## config.mk

```make
export PLATFORM = sky130hd
export DESIGN_NAME = dtrh_front
export DESIGN_NICKNAME = d
export VERILOG_FILES = /design/src/dtrh_pkg.sv /design/src/dtrh_front.sv
export SDC_FILE = /design/constraint.sdc
export NUM_CORES = 1
export LEC_CHECK = 0
export ABC_AREA = 1
export BUFFER_PORTS_ARGS = -buffer_cell sky130_fd_sc_hd__clkbuf_2
export CELL_PAD_IN_SITES_DETAIL_PLACEMENT = 0
export CELL_PAD_IN_SITES_GLOBAL_PLACEMENT = 1
export CORE_MARGIN = 10
export CORE_UTILIZATION = 39
export CTS_BUF_LIST = sky130_fd_sc_hd__clkbuf_4 sky130_fd_sc_hd__clkbuf_8
export DETAILED_ROUTE_END_ITERATION = 16
export GPL_TIMING_DRIVEN = 0
export PLACE_DENSITY_LB_ADDON = 0.12
export SLEW_MARGIN = 0
export SYNTH_ARGS = -nofsm -noshare
export SYNTH_HDL_FRONTEND = slang
export SYNTH_SLANG_ARGS = --single-unit
```

## constraint.sdc

```tcl
create_clock -name clk -period 4.6 [get_ports clk]
set_input_delay 0.69 -clock clk [delete_from_list [all_inputs] [get_ports clk]]
set_output_delay 0.69 -clock clk [all_outputs]
set_load 0.05 [all_outputs]
```

## src/dtrh_pkg.sv

```systemverilog
// Shared types, codes and defaults of the device table with signal-strength history.
package dtrh_pkg;

    localparam int TABLE_ENTRIES_DEF = 32;
    localparam int HISTORY_DEPTH_DEF = 16;
    localparam int TRACK_LIMIT_DEF   = 8;
    localparam int ADDR_W            = 48;

    localparam logic [1:0] OP_OBSERVE   = 2'd0;
    localparam logic [1:0] OP_TRACK_ON  = 2'd1;
    localparam logic [1:0] OP_TRACK_OFF = 2'd2;
    localparam logic [1:0] OP_HIST_READ = 2'd3;

    localparam logic [2:0] KIND_REPORT     = 3'd0;
    localparam logic [2:0] KIND_TRACK_ON   = 3'd1;
    localparam logic [2:0] KIND_TRACK_OFF  = 3'd2;
    localparam logic [2:0] KIND_HIST_START = 3'd3;
    localparam logic [2:0] KIND_SAMPLE     = 3'd4;
    localparam logic [2:0] KIND_HIST_DONE  = 3'd5;
    localparam logic [2:0] KIND_ERROR      = 3'd6;

    localparam logic [1:0] ERR_NONE        = 2'd0;
    localparam logic [1:0] ERR_TABLE_FULL  = 2'd1;
    localparam logic [1:0] ERR_TRACK_LIMIT = 2'd2;
    localparam logic [1:0] ERR_NOT_FOUND   = 2'd3;

    typedef enum logic [1:0] {
        ST_IDLE,
        ST_SCAN,
        ST_EXEC,
        ST_HIST
    } back_state_t;

    typedef struct packed {
        logic [1:0]        op;
        logic              may_alloc;
        logic [ADDR_W-1:0] addr;
        logic signed [7:0] rssi;
        logic [31:0]       now;
    } cmd_t;

    typedef struct packed {
        logic              valid;
        logic [2:0]        kind;
        logic [1:0]        err;
        logic [ADDR_W-1:0] addr;
        logic signed [7:0] rssi;
        logic              tracked;
        logic [31:0]       seen;
        logic              last;
    } result_t;

endpackage

```

## src/dtrh_front.sv

```systemverilog
// Front end: takes commands, classifies them and queues them for the back end.
module dtrh_front (
    input  logic           clk,
    input  logic           rst_n,
    input  logic           start,
    input  logic [1:0]     opcode,
    input  logic [47:0]    device_address,
    input  logic signed [7:0] signal_strength,
    input  logic [31:0]    now_ms,
    output logic           busy,
    output dtrh_pkg::cmd_t q_head,
    output logic           q_valid,
    input  logic           q_pop
);
    import dtrh_pkg::*;

    cmd_t       entry_reg [2];
    logic       wr_ptr_reg, wr_ptr_next;
    logic       rd_ptr_reg, rd_ptr_next;
    logic [1:0] count_reg, count_next;
    logic       push;
    logic       pop;
    cmd_t       cmd_in;

    // Observations and track starts may claim a free slot; the others only look up.
    always_comb
    begin
        cmd_in.op        = opcode;
        cmd_in.may_alloc = (opcode == OP_OBSERVE) || (opcode == OP_TRACK_ON);
        cmd_in.addr      = device_address;
        cmd_in.rssi      = signal_strength;
        cmd_in.now       = now_ms;
    end

    assign busy    = (count_reg == 2'd2);
    assign q_valid = (count_reg != 2'd0);
    assign q_head  = entry_reg[rd_ptr_reg];
    assign push    = start && !busy;
    assign pop     = q_pop && q_valid;

    always_comb
    begin
        wr_ptr_next = push ? !wr_ptr_reg : wr_ptr_reg;
        rd_ptr_next = pop ? !rd_ptr_reg : rd_ptr_reg;
        count_next  = 2'(count_reg + {1'b0, push} - {1'b0, pop});
    end

    always_ff @(posedge clk or negedge rst_n)
    begin
        if (!rst_n)
        begin
            wr_ptr_reg <= 1'b0;
            rd_ptr_reg <= 1'b0;
            count_reg  <= 2'd0;
        end
        else
        begin
            wr_ptr_reg <= wr_ptr_next;
            rd_ptr_reg <= rd_ptr_next;
            count_reg  <= count_next;
        end
    end

    always_ff @(posedge clk)
    begin
        if (push)
        begin
            entry_reg[wr_ptr_reg] <= cmd_in;
        end
    end

    assert property (@(posedge clk) disable iff (!rst_n) count_reg != 2'd3)
        else $error("command queue count out of range");

    assert property (@(posedge clk) disable iff (!rst_n)
        (q_pop && q_valid && !push) |=> (count_reg == $past(count_reg) - 2'd1))
        else $error("command queue lost a pop");

    assert property (@(posedge clk) disable iff (!rst_n)
        (push && !pop) |=> q_valid)
        else $error("command queue empty after a push");

endmodule

```

### After elaboration in Yosys (flattened, before gate mapping)

Memories as Yosys holds them, arrays and structs flattened.
Index checks and enable logic that the tools add are counted.

| operators by class | value |
|---|---|
| muxes and demuxes | 2 |
| eq/ne operators | 2 |
| add/sub/neg operators | 2 |
| reduce and logical (&&, ||, !) cells | 8 |

Operators with widths:

| cell | count |
|---|---|
| $logic_not A1 Y1 | 3 |
| $add A2 B1 Y2 | 1 |
| $eq A2 B1 Y1 const B | 1 |
| $eq A2 B2 Y1 const B | 1 |
| $logic_and A1 B1 Y1 | 2 |
| $logic_not A2 Y1 | 1 |
| $mux W1 | 2 |
| $reduce_bool A2 Y1 | 1 |
| $sub A2 B1 Y2 | 1 |
| $logic_or A1 B1 Y1 | 1 |

| word-level totals | value |
|---|---|
| output and inout bits | 93 |
| word-level logic and storage cells | 18 |
| bits in writable memories | 182 |
| register bits | 4 |
| memories kept | 1 |

Memory list:

| memory | words | bits a word | rd ports | clocked after memory_dff | wr ports | RTL line | RTL |
|---|---|---|---|---|---|---|---|
| entry_reg | 2 | 91 | 1 | 0 | 1 | dtrh_front.sv:17 | `cmd_t entry_reg [2];` |

### Longest topological paths before layout

| depth | value |
|---|---|
| word-level depth | 5 |
| mapped depth | 10 |
| gate-level depth less buffers | 10 |

### Worst setup path before layout

No wires, ideal clock.

| timing path | value |
|---|---|
| path kind | input-to-reg |
| start point | input port start |
| end point | memory entry_reg[1][0] (netlist bit) (enable) |
| library setup time | 0.541 ns |
| required time | 4.059 ns |
| buffers on the path | 0 |
| stages on the path | 2 |
| setup slack | -0.505 ns |
| data arrival time | 4.564 ns |
| path through | nand2_1 nor2_1 |

| on the way | value |
|---|---|
| word-level cells in the longest chain between the ends | 3 |

RTL lines:

| item | RTL line | RTL |
|---|---|---|
| from (decl) | dtrh_front.sv:5 | `input logic start,` |
| $logic_and A1 B1 Y1 | dtrh_front.sv:38 | `assign push = start && !busy;` |
| $mux W1 | dtrh_front.sv:66 | `if (push)` |
| $mux W1 (implied by the code) | dtrh_front.sv:68 | `entry_reg[wr_ptr_reg] <= cmd_in;` |
| to (decl) | dtrh_front.sv:17 |  |

Every way passes these cells.

==> flow_summary.ini <==
[outcome]
status = completed

[floorplanning]
core_sq_um = 17300
ios = 187
core.rowCount = 48
die_y_um = 152.7
die_area_sq_um = 23320
die_x_um = 152.7
initial_core_util_pct = 39.72

[synthesis]
muxShareOfSynthArea_pct = 0
synth_seq_cells = 186
synth_top_family_by_area = simple AND/OR/NAND/NOR gates
synth_top_area_share_pct = 79.55
synth_edf_count = 182
yosys.area.top_type = edfxtp_1
synth_simple_gate_area_share_pct = 15.90
synthAdderAreaFrac_pct = 0.3642
yosysUniqueCellTypes = 11
ys_top_cells_by_count = nand2_1, edfxtp_1, buf_4
synthXorXnorAreaFrac_pct = 0
syn_inst = 509
synth_ff_type = edfxtp_1
yosysMostFrequentCell = nand2_1
syn_nets = 605
ys_seq_area_share_pct = 81.01
syn_area_sq_um = 6870
async_flop_share_pct = 2.151
yosysWarnings = 0
synthTopCellsByArea = edfxtp_1, nand2_1, buf_4
avgSynthCellArea_sq_um = 13.50
synth_compound_area_share_pct = 0

[clock_tree]
clock-sinks = 186
clkTransAtPathRegs_ns = 0.09
cts_tree = done
cts_setup_buffers = 0
cts.root.buffer_cell = clkbuf_8
cts_htree_levels = 4
numCtsBuffers = 17
clockBufferDepth = 2
clk_latency_ns = 0.46

[sta]
finalHoldViolCount = 0
worst_pin_slew_ns = 0.7872
max_freq_mhz = 406.4
setup_viol = 0
slew_headroom_pct = 47.39
setup_ws_ns = 2.139
final_max_slew_viol_count = 0
rsz0062_at_grt = false
skew_ns = 0.008688
fin_crit_ns = 2.461
period_share_pct = 53.50

[power]
p_leak_nw = 3.786
power.share.clock_pct = 16.5
p_int_mw = 3.506
pwr_density_cell_nw_per_um2 = 780.6
p_seq_share_pct = 35.5
p_sw_share_pct = 47.85
p_comb_share_pct = 48.0
switchingPower_mw = 3.217
irDropWorstVdd_mv = 0.3797
finalPower_mw = 6.722

[route]
drcViolationCount = 0
wl_um = 15670
wl_per_cell_um = 16.37
drt_iter0_markers = 143
viasPerCell = 4.467
drt_first_pass_iters = 4
ant_nets = 0
via_count = 4275

[setup_path]
criticalPathCategory = flop to output port
critPathCaptureType = output port
crit_arrival_ns = 1.77
setup.worst_path.start_class = flop
cp.required_ns = 3.91
cp_common_cell = nand2_1
path_cells = inv_2 -> buf_6 -> buf_2 -> nand2_1 -> nand2_1 -> clkbuf_2
r2r_start = count_reg[1]
cp_slowest_cell = dfrtp_1
slowest_delay_ns = 0.41
cp_max_fo = 10
crit_start = rd_ptr_reg

[place]
dp_slack_ns = 2.196
port_buffers = 186
routabilityCongestion = 0.7366
dp_hpwl_um = 11100
dpl_cell_area_sq_um = 8195

[cells_and_area]
drive_above_1_share_pct = 33.20
nNetsFinal = 815
largest_register_ffs = 182
fillers = 1526
antenna_cells = 0
stdcell_area_sq_um = 8612
areaGrowthSynthToFinish_pct = 25.35

[min_path]
hp-class = input pin to flop
hold_start = device_address[36]

[global_routing]
grt_max_degree = 58
grt_remaining_overflow = 0
antenna_found_initial = 1
grt_pass1_wl_um = 24240
grt_pass1_vias = 4387
grtUsageTotal_pct = 13.34

[flow_run]
drv_cap = 0
==> worst max-delay path: cells and delay by family (launching register included) <==
kind | cells | cell delay, ns
buffers and inverters | 4 | 0.74
flip-flops | 1 | 0.41
AND/OR/NAND/NOR | 2 | 0.16
==> final cells by class <==
type,instances,area [sq um],area share (%)
Clock inverter,15,172.7,2.005
Tap cell,225,281.5,3.269
Timing Repair Buffer,191,1044,12.12
Sequential cell,186,5565,64.62
Clock buffer,17,234.0,2.717
Buffer,20,146.4,1.700
Multi-Input combinational cell,292,1125,13.06
Inverter,11,43.79,0.5085
==> kinds of logic (layout without fill, tap and decap cells) <==
kind of cell	Yosys count	count (layout)
fa+ha+maj	2	2
buf+inv	31	254
flops	186	186
simple gates	290	290
==> through the flow <==
step / hold slack, ns / instances / util, % / setup TNS [ns]
after floorplan: 0.3944 / 509 / - / 0
after global placement: 0.4545 / 920 / 46.74 / -51.84
after detailed placement: 0.4720 / 924 / 47.38 / 0
after CTS: 0.3778 / 957 / 49.79 / 0
after global routing: 0.3807 / 957 / 49.79 / 0
final: 0.4138 / 957 / 49.79 / 0
==> power groups by stage <==
stage          registers (mW)  clock network (mW)  logic [mW]
2_1_floorplan            2.44                   0        2.37
3_3_place_gp             2.47                   0        3.20
3_5_place_dp             2.43                   0        3.29
4_1_cts                  2.39                1.15        3.30
5_1_grt                  2.42                1.21        3.47
6_report                 2.39                1.11        3.23
==> placed cells by master, fill, tap and decap left out, types with 2 or more instances in the layout <==
master,n
buf_16,3
buf_2,3
buf_4,16
bufinv_16,3
clkbuf_2,186
clkbuf_8,17
clkinv_1,2
clkinv_2,3
clkinv_4,2
dfrtp_1,4
edfxtp_1,182
ha_1,2
inv_1,9
inv_6,4
nand2_1,286
nand3_1,3
==> final timing paths <==
kind | slack (ns) | cells after the start | to
max | 2.14 | 6 | q_head[89]
max in group asynchronous | 3.88 | 2 | count_reg[1]
min reg2reg | 0.50 | 2 | wr_ptr_reg
max reg2reg | 2.52 | 5 | entry_reg[1][55]
min | 0.41 | 1 | entry_reg[0][76]
min in group asynchronous | 0.59 | 2 | wr_ptr_reg
==> layer usage <==
layer / vias to the layer above / part of all wire, % / global-route usage, % / wire length, um
met5: - / 0.083 / 0 / 13
met3: 17 / 7.8 / 5.532 / 1218
met4: 2 / 1.6 / 4.905 / 250
li1: 2122 / - / - / -
met1: 1997 / 43 / 15.57 / 6672
met2: 137 / 48 / 21.59 / 7509
==> timing repair <==
item	in CTS	in global routing
resized for setup	0	0
setup endpoints to repair	0	0
hold buffers	1	0
hold endpoints to repair	2	0
No activity file was read; power rests on OpenSTA's default activity.
